### config.mk
export PLATFORM = sky130hd
export DESIGN_NAME = mse_ram
export DESIGN_NICKNAME = d
export VERILOG_FILES = /design/src/mse_ram.sv
export SDC_FILE = /design/constraint.sdc
export NUM_CORES = 1
export LEC_CHECK = 0
export ABC_AREA = 1
export BUFFER_PORTS_ARGS = -buffer_cell sky130_fd_sc_hd__buf_2
export CAP_MARGIN = 10
export CORE_ASPECT_RATIO = 1.2
export CORE_MARGIN = 2
export CORE_UTILIZATION = 30
export CTS_CLUSTER_SIZE = 25
export DETAILED_ROUTE_END_ITERATION = 10
export PLACE_DENSITY = 0.5
export SYNTH_ARGS = -nofsm -noshare
export SYNTH_HDL_FRONTEND = slang
export SYNTH_SLANG_ARGS = --single-unit
### constraint.sdc
create_clock -name clk -period 2.3 [get_ports clk]
set_input_delay 0.23 -clock clk [delete_from_list [all_inputs] [get_ports clk]]
set_output_delay 0.23 -clock clk [all_outputs]
set_load 0.01 [all_outputs]
### src/mse_ram.sv
`timescale 1ns / 1ps
module mse_ram #(
	parameter int WIDTH = 8,
	parameter int DEPTH = 16,
	parameter int AW    = (DEPTH > 1) ? $clog2(DEPTH) : 1
) (
	input  logic             clk,
	input  logic             wr_en,
	input  logic [AW-1:0]    wr_addr,
	input  logic [WIDTH-1:0] wr_data,
	input  logic [AW-1:0]    rd_addr,
	output logic [WIDTH-1:0] rd_data
);

	logic [WIDTH-1:0] mem [DEPTH];

	always_ff @(posedge clk) begin
		if (wr_en) begin
			mem[wr_addr] <= wr_data;
		end
		rd_data <= mem[rd_addr];
	end

endmodule

==> flow_metrics.py <==
metrics = {
    "global_routing": {
        "grt_pass1_vias": 3740,
        "gr-total-overflow": 0,
        "grt_pass1_wl_microns": 21500,
        "grt_max_degree": 65,
        "antenna_found_initial": 0,
        "grtUsageTotal_pct": 14.5,
    },
    "floorplanning": {
        "die_x_microns": 131,
        "ioPinCount": 26,
        "num_rows": 55,
        "die_area_sq_um": 20400,
        "floorplan.initialDensity_pct": 30.6,
        "core_sq_um": 18900,
        "dieHeight_microns": 156,
    },
    "timing": {
        "fin_crit_sh_pct": 54.3,
        "fmax_mhz": 800,
        "rsz0062_at_grt": "false",
        "hold_viol_final": 0,
        "setup_viol": 0,
        "finalCriticalPeriod_ns": 1.25,
        "final.setup.tns_ns": 0,
        "fin_worst_skew_ns": 0.00584,
        "relSlewSlack_pct": 43.7,
        "slew_violations": 0,
        "tightestPinTransition_ns": 0.842,
    },
    "clock_network": {
        "hold_buffers": 0,
        "clockBufferDepth": 2,
        "cts_tree": "built",
        "numCtsBuffers": 17,
        "cts_sinks": 136,
        "post_cts_resized": 0,
        "cts.htree.levels": 4,
        "cts.clk_slew.worst_paths_ns": 0.06,
        "cts-root-buf": "clkbuf_16",
        "postCtsSetupRepairBufs": 0,
        "clk_latency_ns": 0.41,
    },
    "pwr": {
        "p_per_area_nw_per_um2": 881,
        "irDropWorstVdd_mv": 0.462,
        "p_leak_nw": 2.87,
    },
    "yosys": {
        "synth_edf_count": 128,
        "synth_cell_types": 12,
        "ys_seq_elements": 136,
        "syn_area_sq_um": 5770,
        "async_flop_share_pct": 0,
        "yosysSeqAreaShare_pct": 69.4,
        "yosysMostFrequentCell": "nand2_1",
        "synth_top_cell_by_area": "edfxtp_1",
        "synthTopCellsByCount": "173 x nand2_1, 128 x edfxtp_1, 100 x inv_1",
        "syn_nets": 569,
        "postSynthCellCount": 551,
        "syn_avg_cell_area_sq_um": 10.5,
        "yosys-top-cells-area": "edfxtp_1 67%, nand2_1 11%, nand3_1 8.4%, inv_1 6.5%, dfxtp_1 2.8%",
        "synthFlopType": "edfxtp_1",
        "synthDominantCellAreaShare_pct": 66.7,
        "yosysWarnings": 0,
    },
    "route": {
        "drc": 0,
        "drt-wirelength-per-cell_microns": 16.3,
        "drtAntennaViolNets": 0,
        "drt_wl_total_microns": 13800,
        "vias": 3728,
        "drt_pre_antenna_iters": 6,
        "viasPerCell": 4.39,
        "initialDrtViolationCount": 248,
    },
    "setup_path": {
        "crit_type": "in -> reg",
        "crit_chain": "buf_2, buf_4, nand2_1, nand3_1, nand3_1, nand3_1, nand2_1",
        "crit_family": "buffers and inverters",
        "cpMostUsedCell": "nand3_1",
        "crit_fanout": 64,
        "crit_arrival_ns": 1.54,
        "critical_path.max_stage_delay_ns": 0.55,
        "slowest_stage": "buf_4",
        "cp_num_buf_inv": 2,
        "end_kind": "flip-flop",
        "required_ns": 2.59,
        "cp-start-kind": "primary input",
    },
    "worst_hold_path": {
        "min_path_type": "in -> reg",
    },
    "placement": {
        "gp_congestion": 0.823,
        "numPortBuffers": 25,
        "dpl.cell_count": 817,
        "hpwl_microns": 8520,
    },
    "outcome": {
        "status": "finished, final reports clean",
    },
    "finish": {
        "n_fill_cell": 1921,
        "drive_gt1_share_pct": 10.8,
        "finalNetCount": 598,
        "layoutNonFillerInstCount": 849,
        "area_growth_pct": 17.1,
        "antenna_cells": 0,
    },
    "flow_run": {
        "max_cap_violations": 0,
    },
}
[worst register-to-register path, cell delays in order, from the launching register on]
cell,delay [ns]
edfxtp_1,0.35
inv_1,0.06
nand2_1,0.04
nand3_1,0.13
nand3_1,0.18
nand3_1,0.13
nand2_1,0.08
[per-stage QoR]
stage	utilization, %	worst slack [ns]	area [sq um]	total power, mW	hold slack (ns)
6_report	35.8	1.05	6750	5.95	0.212
5_1_grt	35.8	0.950	6750	6.15	0.234
4_1_cts	35.8	1.04	6750	6.00	0.199
3_5_place_dp	32.6	0.601	6140	3.19	0.628
3_3_place_gp	32.6	0.612	6140	3.19	0.614
2_1_floorplan	-	1.12	5770	3.04	0.329
[registers in the layout, indices dropped and copies added, names as in the netlist]
name,count
mem,128
rd_data,8
[power breakdown]
part	leakage [nW]	switching, mW	internal [mW]
combinational	1.35	0.248	0.0957
sequential	1.22	0.0184	2.77
clock	0.296	1.00	1.81
[path summary, 6_finish.rpt]
| check | endpoint | slack (ns) | from | depth (start not counted) |
|---|---|---|---|---|
| setup / recovery | rd_data[5]$_DFF_P_ | 1.05 | rd_addr[0] | 7 |
| hold / removal | rd_data[2]$_DFF_P_ | 0.21 | rd_addr[3] | 3 |
| setup reg to reg | rd_data[5]$_DFF_P_ | 1.22 | mem[1][5]$_DFFE_PP_ | 6 |
| hold reg to reg | rd_data[4]$_DFF_P_ | 0.67 | mem[14][4]$_DFFE_PP_ | 6 |
[cell type report]
cell class | instances | area [sq um] | area share, %
Timing Repair Buffer | 34 | 218 | 3.22
Sequential cell | 136 | 4000 | 59.3
Inverter | 102 | 383 | 5.67
Multi-Input combinational cell | 289 | 1210 | 18.0
Tap cell | 256 | 320 | 4.74
Clock inverter | 12 | 176 | 2.61
Clock buffer | 20 | 437 | 6.47
[cell usage in the layout (no fill, tap or decap), drive strengths merged]
master / count
bufinv: 4
clkinv: 7
inv: 102
nand2: 173
nand3b: 2
nor2: 17
edfxtp: 128
clkbuf: 20
buf: 34
dfxtp: 8
nand3: 97
clkinvlp: 1
[layer usage]
layer  GRT usage [%]  vias to the layer above  share of wire (%)
met5               0                        -                  0
met4            5.72                        0                2.5
met3            3.02                       21                4.4
met2            24.3                       89                 49
met1            18.4                     1786                 44
li1                -                     1832                  -
[kinds of logic (layout without fill, tap and decap cells)]
logic type / after synthesis / in the layout / synth area share (%)
simple gates: 289 / 289 / 21.0
flops: 136 / 136 / 69.4
buf+inv: 126 / 168 / 9.52
No activity file was read; power rests on OpenSTA's default activity.
