===== config.mk =====
export PLATFORM = sky130hd
export DESIGN_NAME = mse_iter
export DESIGN_NICKNAME = d
export VERILOG_FILES = /design/src/mse_pkg.sv /design/src/mse_iter.sv
export SDC_FILE = /design/constraint.sdc
export NUM_CORES = 1
export LEC_CHECK = 0
export BUFFER_PORTS_ARGS = -buffer_cell sky130_fd_sc_hd__buf_2
export CAP_MARGIN = 20
export CELL_PAD_IN_SITES_DETAIL_PLACEMENT = 1
export CELL_PAD_IN_SITES_GLOBAL_PLACEMENT = 2
export CORE_AREA = 10 10 144 213
export DETAILED_ROUTE_END_ITERATION = 10
export DIE_AREA = 0 0 154 223
export PLACE_DENSITY_LB_ADDON = 0.3
export SETUP_SLACK_MARGIN = 0.1
export SLEW_MARGIN = 15
export SYNTH_ARGS = -nofsm -noshare
export SYNTH_HDL_FRONTEND = slang
export SYNTH_SLANG_ARGS = --single-unit
export TNS_END_PERCENT = 20

===== constraint.sdc =====
create_clock -name clk -period 5.7 [get_ports clk]
set_clock_uncertainty 0.15 [all_clocks]
set_input_delay 0.285 -clock clk [delete_from_list [all_inputs] [get_ports clk]]
set_output_delay 0.285 -clock clk [all_outputs]
set_load 0.02 [all_outputs]

===== src/mse_pkg.sv =====
`timescale 1ns / 1ps
package mse_pkg;

	localparam int NUM_MOVERS  = 64;
	localparam int MOVER_W     = 6;
	localparam int ADDR_W      = (NUM_MOVERS > 1) ? $clog2(NUM_MOVERS) : 1;
	localparam int POS_W       = 28;
	localparam int DIFF_W      = POS_W + 1;
	localparam int FRAME_W     = 32;
	localparam int STEP_W      = 29;
	localparam int SUM_W       = 2 * STEP_W;
	localparam int SSUM_W      = STEP_W + 1;
	localparam int REM_W       = STEP_W + 2;
	localparam int RATIO_W     = 24;
	localparam int CNT_W       = 32;
	localparam int CFG_IDX_W   = 2;
	localparam int CFG_DATA_W  = 29;
	localparam int ITER_W      = 5;
	localparam int SQRT_STEPS  = STEP_W;
	localparam int DIV_STEPS   = RATIO_W;
	localparam int FRAC_SHIFT  = 16;

	localparam logic [RATIO_W-1:0] RATIO_MAX = {RATIO_W{1'b1}};

	localparam logic [CFG_IDX_W-1:0] REG_ENABLE    = 2'd0;
	localparam logic [CFG_IDX_W-1:0] REG_FLOOR     = 2'd1;
	localparam logic [CFG_IDX_W-1:0] REG_THRESHOLD = 2'd2;

	localparam logic [STEP_W-1:0]  FLOOR_RST     = 29'd4;
	localparam logic [RATIO_W-1:0] THRESHOLD_RST = 24'd3277;

	localparam logic MODE_SQRT = 1'b0;
	localparam logic MODE_DIV  = 1'b1;

	localparam logic OP_NOTE   = 1'b0;
	localparam logic OP_REPORT = 1'b1;

	typedef struct packed {
		logic signed [POS_W-1:0] px;
		logic signed [POS_W-1:0] py;
		logic signed [POS_W-1:0] pz;
		logic [FRAME_W-1:0]      frame;
		logic                    blend;
		logic [STEP_W-1:0]       older;
		logic [STEP_W-1:0]       middle;
	} entry_t;

	typedef struct packed {
		logic start;
		logic mode;
	} unit_ctl_t;

	typedef struct packed {
		logic busy;
		logic done;
	} unit_sts_t;

endpackage


===== src/mse_iter.sv =====
`timescale 1ns / 1ps
module mse_iter
	import mse_pkg::*;
(
	input  logic              clk,
	input  logic              arst_n,
	input  unit_ctl_t         ctl,
	input  logic [SUM_W-1:0]  n_in,
	input  logic [SSUM_W-1:0] d_in,
	input  logic [REM_W-1:0]  rem_in,
	output unit_sts_t         sts,
	output logic [STEP_W-1:0] result
);

	logic [SUM_W-1:0]  n_q;
	logic [SSUM_W-1:0] d_q;
	logic [REM_W-1:0]  rem_q;
	logic [STEP_W-1:0] res_q;
	logic [ITER_W-1:0] cnt_q;
	logic              mode_q;
	logic              busy_q;
	logic              done_q;
	logic [REM_W+1:0]  a;
	logic [REM_W+1:0]  b;
	logic [REM_W+2:0]  diff;
	logic              ge;

	always_comb begin
		if (mode_q == MODE_SQRT) begin
			a = {rem_q, n_q[SUM_W-1 -: 2]};
			b = {2'b00, res_q, 2'b01};
		end else begin
			a = {1'b0, rem_q, n_q[DIV_STEPS-1]};
			b = {(REM_W + 2 - SSUM_W)'(0), d_q};
		end
		diff = {1'b0, a} - {1'b0, b};
		ge   = !diff[REM_W+2];
	end

	always_ff @(posedge clk or negedge arst_n) begin
		if (!arst_n) begin
			busy_q <= 1'b0;
			done_q <= 1'b0;
			cnt_q  <= '0;
		end else begin
			done_q <= 1'b0;
			if (ctl.start) begin
				busy_q <= 1'b1;
				cnt_q  <= (ctl.mode == MODE_SQRT) ? ITER_W'(SQRT_STEPS - 1)
				                                  : ITER_W'(DIV_STEPS - 1);
			end else if (busy_q) begin
				cnt_q <= cnt_q - 1'b1;
				if (cnt_q == '0) begin
					busy_q <= 1'b0;
					done_q <= 1'b1;
				end
			end
		end
	end

	always_ff @(posedge clk) begin
		if (ctl.start) begin
			mode_q <= ctl.mode;
			n_q    <= n_in;
			d_q    <= d_in;
			rem_q  <= rem_in;
			res_q  <= '0;
		end else if (busy_q) begin
			rem_q <= ge ? diff[REM_W-1:0] : a[REM_W-1:0];
			res_q <= {res_q[STEP_W-2:0], ge};
			if (mode_q == MODE_SQRT) begin
				n_q <= {n_q[SUM_W-3:0], 2'b00};
			end else begin
				n_q <= {n_q[SUM_W-2:0], 1'b0};
			end
		end
	end

	assign sts.busy = busy_q;
	assign sts.done = done_q;
	assign result   = res_q;

endmodule

==> results of run 1 <==
power by group through the flow:
stage / Combinational [mW] / Sequential, mW / Clock [mW]
final: 2.29 / 1.57 / 1.13
after global routing: 2.58 / 1.59 / 1.21
after CTS: 2.32 / 1.57 / 1.17
after detailed placement: 2.26 / 1.59 / 0
after global placement: 2.23 / 1.59 / 0
after floorplan: 1.75 / 1.55 / 0
synth_stat cells, types with 3 or more instances:
cell | number | area, µm²
o21ai_0 | 84 | 420
a221o_1 | 3 | 30.0
dfrtp_1 | 7 | 175
ha_1 | 33 | 413
mux2i_1 | 128 | 1280
clkbuf_1 | 36 | 135
buf_1 | 12 | 45.0
a211oi_1 | 6 | 45.0
inv_1 | 11 | 41.3
nor3_1 | 4 | 20.0
o211ai_1 | 15 | 113
nand2_1 | 120 | 450
nor2_1 | 64 | 240
buf_2 | 7 | 35.0
a31oi_1 | 10 | 62.6
o21bai_1 | 3 | 22.5
edfxtp_1 | 120 | 3600
nor2b_1 | 4 | 25.0
nand3_1 | 19 | 95.1
xnor2_1 | 20 | 175
and2_1 | 5 | 31.3
a21o_1 | 12 | 90.1
xor2_1 | 7 | 61.3
dfxtp_1 | 29 | 581
a21oi_1 | 37 | 185
nand2b_1 | 12 | 75.1
mux2_2 | 31 | 349
cell families after synthesis:
logic type	synth area share, %
AND/OR/NAND/NOR	11.7
AO/OA/AOI/OAI	13.0
multiplexers	17.6
flip-flops	47.1
buffers and inverters	3.39
adder cells (fa/ha/maj)	4.68
XOR/XNOR	2.56
per-layer routing:
metal / vias to the layer above / GRT usage (%)
met2: 123 / 29.0
met5: - / 0
met1: 3565 / 16.0
li1: 3671 / -
met3: 27 / 4.26
met4: 2 / 4.09
final timing paths:
| kind | to | cells past startpoint |
|---|---|---|
| max | rem_q[26]$_DFFE_PP_ | 13 |
| min | n_q[42]$_DFFE_PP_ | 3 |
| max reg2reg | rem_q[26]$_DFFE_PP_ | 13 |
| min reg2reg | cnt_q[4]$_DFFE_PN0P_ | 2 |
| max in group asynchronous | busy_q$_DFF_PN0_ | 2 |
| min in group asynchronous | done_q$_DFF_PN0_ | 2 |
state kept, by name, indices dropped and copies added (netlist names):
signal / cells
busy_q: 1
done_q: 1
mode_q: 1
cnt_q: 5
result: 29
n_q: 58
rem_q: 31
d_q: 30
stage by stage:
stage	total power [mW]	std cells	area [µm²]	util, %
after CTS	5.06	1458	11800	43.8
after detailed placement	3.85	1332	10300	38.2
after global routing	5.38	1460	11800	43.8
final	4.98	1460	11800	43.8
after global placement	3.82	1332	10300	38.2
after floorplan	3.30	887	9260	-
cell type report:
type / instances / area, µm²
antenna: 1 / 2.50
clock buffer: 18 / 429
clock inverter: 14 / 146
fill: 2994 / 15100
inverter: 11 / 41.3
multi-input combinational: 660 / 4590
sequential: 156 / 4360
tap: 342 / 428
timing repair buffer: 258 / 1810
worst reg2reg max path, stage by stage (launching register included):
cell and delay [ns]:
edfxtp_1 0.34, buf_4 0.39, mux2_2 0.42, ha_1 0.36
o211ai_1 0.12, a21o_1 0.22, nand2_2 0.11, a41oi_4 0.16
o41ai_4 0.42, a31oi_2 0.19, o21ai_4 0.66, buf_12 0.26
nor2_1 0.08, a221o_1 0.26
cell usage in the layout, fill, tap and decap left out, types with 7 or more instances in the layout:
master	count
mux2_2	31
nor2_1	64
a21oi_1	37
o211ai_1	15
nand3_1	19
buf_4	9
dlygate4sd3_1	95
xor2_1	7
o21ai_0	84
clkbuf_16	17
inv_1	11
edfxtp_1	120
a21o_1	12
nand2_1	120
dfxtp_1	29
ha_1	33
nand2b_1	12
mux2i_1	128
buf_2	152
xnor2_1	20
a31oi_1	10
==> flow_summary.ini, run 1 <==
[grt]
grt_max_degree = 121
overflow = 0
grt_antenna_before_repair = 2
grt_pass1_vias = 8273
grt_pass1_wl_um = 43200
grtUsageTotal_pct = 15.3

[drt]
num_vias = 7388
first_pass_iters = 4
viasPerCell = 5.06
wirelength_um = 26200
drtIter0Drc = 294
drc = 0
top_layer = met5
dr_wl_met3_um = 1140
post_drt_wl_per_cell_um = 17.9
ant_nets = 0
drt-met1-wl_um = 10200
met2WireLength_um = 14500

[power_and_ir_drop]
combPwrFrac_pct = 45.9
pwr-share-clk_pct = 22.6
p_sw_share_pct = 37.4
power.switching_mw = 1.87
vdd.ir_drop.worst_mv = 0.234
cellLeakagePower_nw = 5.21
pwr-share-seq_pct = 31.5
powerDensity_nw_per_um2 = 422
p_int_mw = 3.12

[yosys]
mappedNetlistArea_um2 = 9260
ys_seq_elements = 156
synth_nets = 1044
synth.avg_cell_area_um2 = 10.4
yosys_warnings = 0
netlist-cell-type-count = 62
synth-main-ff-cell = edfxtp_1
synth_edf_count = 120
synthCells = 887
seq_area_frac_synth_pct = 47.1
async_flop_share_pct = 4.49

[setup_path]
crit_chain = buf_4 > mux2_2 > ha_1 > o211ai_1 > a21o_1 > nand2_2 > a41oi_4 > o41ai_4 > a31oi_2 > o21ai_4 > buf_12 > nor2_1 > a221o_1
startpoint_type = flop
cp_slowest_cell = o21ai_4
worstPathMaxFanout = 30
path_buf_inv = 2
startpoint = mode_q$_DFFE_PP_
reg2reg_slack_ns = 1.33
cp.arrival_ns = 4.40
cp.required_ns = 5.73
cp-end-kind = flop
crit_type = flop to flop
cpPeakStageDelay_ns = 0.66
cpLargestDelayFamily = compound AO/OA/AOI/OAI gates
rr_startpoint = mode_q$_DFFE_PP_

[clocking]
cts_setup_buffers = 0
clockRootBuffer = clkbuf_16
postCtsResizedCells = 0
clockBufferDepth = 2
cts_made_buffers = 17
clock_latency_ns = 0.44
ctsHoldBuffers = 94
cts_sinks = 156
cts_tree = built
clkTransAtPathRegs_ns = 0.06
htreeDepth = 4

[place]
io_buffers = 153
preCtsSetupSlack_ns = 1.27
dp_hpwl_um = 18800
gp_congestion = 0.834

[sta]
fin_crit_sh_pct = 76.7
fmax_mhz = 229
min_period_ns = 4.37
rsz0062_at_grt = no
setup_viol = 0
relSlewSlack_pct = 34.6
setup_tns_ns = 0
fin_hold_ws_ns = 0.0344
finalMaxSlewViolations = 0
hold_viol_final = 0
worst_slew_pin_slew_ns = 0.982
fin_ws_ns = 1.33

[cells_and_area]
drive_gt1_share_pct = 21.0
area_growth_pct = 27.6
nNetsFinal = 1261

[job]
maxCapViolCount = 0

[die]
pin_count = 154
num_rows = 74
die-area_um2 = 34300
start_util_pct = 34.4
die_h_um = 223
die_width_um = 154
fp.coreArea_um2 = 26900

[worst_hold_path]
hp-class = primary input to flop
hp-start = n_in[42]

[outcome]
status = complete, no violations
No activity file was read; power rests on OpenSTA's default activity.
==> run 2: changes to the inputs <==
--- a/config.mk
+++ b/config.mk
@@ -5,13 +5,14 @@
 export SDC_FILE = /design/constraint.sdc
 export NUM_CORES = 1
 export LEC_CHECK = 0
+export ABC_AREA = 1
 export BUFFER_PORTS_ARGS = -buffer_cell sky130_fd_sc_hd__buf_2
 export CAP_MARGIN = 20
 export CELL_PAD_IN_SITES_DETAIL_PLACEMENT = 1
 export CELL_PAD_IN_SITES_GLOBAL_PLACEMENT = 2
-export CORE_AREA = 10 10 144 213
+export CORE_AREA = 10 10 160 237
 export DETAILED_ROUTE_END_ITERATION = 10
-export DIE_AREA = 0 0 154 223
+export DIE_AREA = 0 0 170 247
 export PLACE_DENSITY_LB_ADDON = 0.3
 export SETUP_SLACK_MARGIN = 0.1
 export SLEW_MARGIN = 15
==> constraint.sdc (replaced) <==
create_clock -name clk -period 3.9 [get_ports clk]
set_clock_uncertainty 0.15 [all_clocks]
set_input_delay 0.195 -clock clk [delete_from_list [all_inputs] [get_ports clk]]
set_output_delay 0.195 -clock clk [all_outputs]
set_load 0.02 [all_outputs]
==> run 2 against run 1 <==
First-iteration DRC count rose by 14%. Die area rose by 22%. Sequential power rose by 42%. Maximum frequency rose by 26%. Flip-flop and latch count did not move. Worst setup slack got worse by 0.90 ns. Largest cell class unchanged. Largest power group unchanged. Highest routed layer is now met4.
==> flow_summary.ini, run 2 <==
[outcome]
status = complete, no violations

[drt]
drc = 0
wirelength_um = 37600
num_vias = 9735
viasPerCell = 4.81
ant_nets = 0
first_pass_iters = 4
drtIter0Drc = 336
post_drt_wl_per_cell_um = 18.6

[yosys]
yosysMostFrequentCell = nand2_1
netlist-cell-type-count = 38
yosys.area.top_type = edfxtp_1
mappedNetlistArea_um2 = 9980
netlist_top_cells_count = 379 x nand2_1, 178 x inv_1, 135 x a21oi_1
synth_nets = 1493
synth_edf_count = 120
synth-main-ff-cell = edfxtp_1
synthCells = 1336
ys_seq_elements = 156
seq_area_frac_synth_pct = 43.7
async_flop_share_pct = 4.49
synth.avg_cell_area_um2 = 7.47
synth.area.top_cells = edfxtp_1 36%, nand2_1 14%, a21oi_1 6.8%, inv_1 6.7%, dfxtp_1 5.8%
yosys_warnings = 0
yosysTopAreaCellShare_pct = 36.1

[place]
dp_hpwl_um = 27600
io_buffers = 153
gp_congestion = 0.841

[worst_hold_path]
hp-class = primary input to flop

[sta]
fin_hold_ws_ns = 0.169
setup_viol = 0
worst_slew_pin_slew_ns = 0.690
relSlewSlack_pct = 54.0
setup_tns_ns = 0
finalMaxSlewViolations = 0
fmax_mhz = 288
rsz0062_at_grt = no
hold_viol_final = 0
fin_crit_sh_pct = 89.0
min_period_ns = 3.47

[cells_and_area]
final_common_cell = nand2_1
drive_gt1_share_pct = 16.6
largest-register = n_q
fillers = 4080
largest_reg_flops = 58
largestRegisters = n_q: 58 flops, rem_q: 31 flops, d_q: 30 flops
area_growth_pct = 30.2
layout_common_cells = 379 x nand2_1, 176 x inv_1, 152 x buf_2, 135 x a21oi_1, 122 x dlygate4sd3_1
nNetsFinal = 1745
antennaDiodeCount = 0

[grt]
grt_pass1_vias = 10900
overflow = 0
grt_pass1_wl_um = 59000
grt_max_degree = 75
grtUsageTotal_pct = 18.2
grt_antenna_before_repair = 0

[setup_path]
startpoint_type = flop
crit_chain = inv_6 > buf_4 > or2_2 > o21ai_0 > inv_1 > ha_1 > nand2_1 > nand2_1 > nand2_1 > nand2_1 > nand2_1 > nand3_2 > nand2_2 > nand2_2 > nand2_4 > buf_4 > nand3_1 > nand3_1 > nand2_1
cp.required_ns = 3.95
cpLargestDelayFamily = simple AND/OR/NAND/NOR gates
crit_top_cell = nand2_1
cp-end-kind = flop
cpPeakStageDelay_ns = 0.42
worstPathMaxFanout = 42
path_buf_inv = 4
crit_type = flop to flop
cp_slowest_cell = edfxtp_1
cp.arrival_ns = 3.52

[clocking]
cts_setup_buffers = 0
cts_tree = built
cts_sinks = 156
clockRootBuffer = clkbuf_16
clock_latency_ns = 0.45
clockBufferDepth = 2
cts_made_buffers = 17
clkTransAtPathRegs_ns = 0.07
htreeDepth = 4

[power_and_ir_drop]
powerDensity_nw_per_um2 = 544
cellLeakagePower_nw = 6.17
vdd.ir_drop.worst_mv = 0.355

[die]
start_util_pct = 29.6
die_width_um = 170
pin_count = 154
num_rows = 83
die_h_um = 247
die-area_um2 = 42000
fp.coreArea_um2 = 33800

[job]
maxCapViolCount = 0
## run 2: worst register-to-register path: stages (launching register included)
cell      delay (ns)
edfxtp_1        0.42
inv_6           0.15
buf_4           0.25
or2_2           0.30
o21ai_0         0.17
inv_1           0.09
ha_1            0.40
nand2_1         0.13
nand2_1         0.06
nand2_1         0.07
nand2_1         0.05
nand2_1         0.07
nand3_2         0.11
nand2_2         0.10
nand2_2         0.07
nand2_4         0.11
buf_4           0.27
nand3_1         0.10
nand3_1         0.12
nand2_1         0.06
## run 2: report_power, final
group	internal, mW	switching (mW)
clock network	0.945	0.756
registers	2.10	0.129
logic	1.15	1.99
total	4.20	2.87
## run 2: cell type report
| cell class | instances | area [µm²] | area share, % |
|---|---|---|---|
| Clock buffer | 18 | 429 | 3.30 |
| Sequential cell | 156 | 4360 | 33.5 |
| Tap cell | 425 | 532 | 4.09 |
| Timing Repair Buffer | 295 | 2200 | 16.9 |
| Multi-Input combinational cell | 933 | 4630 | 35.6 |
| Inverter | 185 | 702 | 5.40 |
| Clock inverter | 14 | 144 | 1.11 |
## run 2: final timing paths
path                                 startpoint                   end  slack [ns]  cells past startpoint
setup / recovery               mode_q$_DFFE_PP_    rem_q[4]$_DFFE_PP_        0.43                     19
hold / removal                           ctl[1]      d_q[7]$_DFFE_PP_        0.17                      1
setup reg to reg               mode_q$_DFFE_PP_    rem_q[4]$_DFFE_PP_        0.43                     19
hold reg to reg            cnt_q[4]$_DFFE_PN0P_  cnt_q[4]$_DFFE_PN0P_        0.34                      1
max in group asynchronous                arst_n  cnt_q[0]$_DFFE_PN0P_        2.76                      3
min in group asynchronous                arst_n      done_q$_DFF_PN0_        0.58                      3
## run 2: logic make-up (layout without fill, tap and decap cells)
group / count (synthesis) / count (layout) / share of synthesized area, %
compound gates: 235 / 235 / 12.3
xor+xnor: 15 / 15 / 1.32
fa+ha+maj: 34 / 34 / 4.34
buf+inv: 247 / 512 / 9.94
flops: 156 / 156 / 43.7
simple gates: 649 / 649 / 28.4
## run 2: metrics by stage
step	util, %	setup WS, ns	instances	area, µm²	power [mW]
2_1_floorplan	-	0.887	1336	9980	4.41
3_3_place_gp	33.1	0.361	1871	11200	5.31
3_5_place_dp	33.1	0.331	1871	11200	5.34
4_1_cts	38.4	0.325	2025	13000	7.17
5_1_grt	38.5	0.129	2026	13000	7.65
6_report	38.5	0.429	2026	13000	7.07
## run 2: repair_timing
item / 4_1_cts / 5_1_grt
endpoints found under the setup margin: 0 / 18
resized for setup: 0 / 2
hold endpoints to repair: 130 / 0
hold buffers: 122 / 0
## run 2: layer usage
metal / vias up / track usage, % / share of wire, %
met3: 48 / 3.89 / 3.8
met4: 0 / 5.95 / 2.5
met5: - / 0 / 0
met2: 156 / 34.6 / 54
li1: 4867 / - / -
met1: 4664 / 19.2 / 39
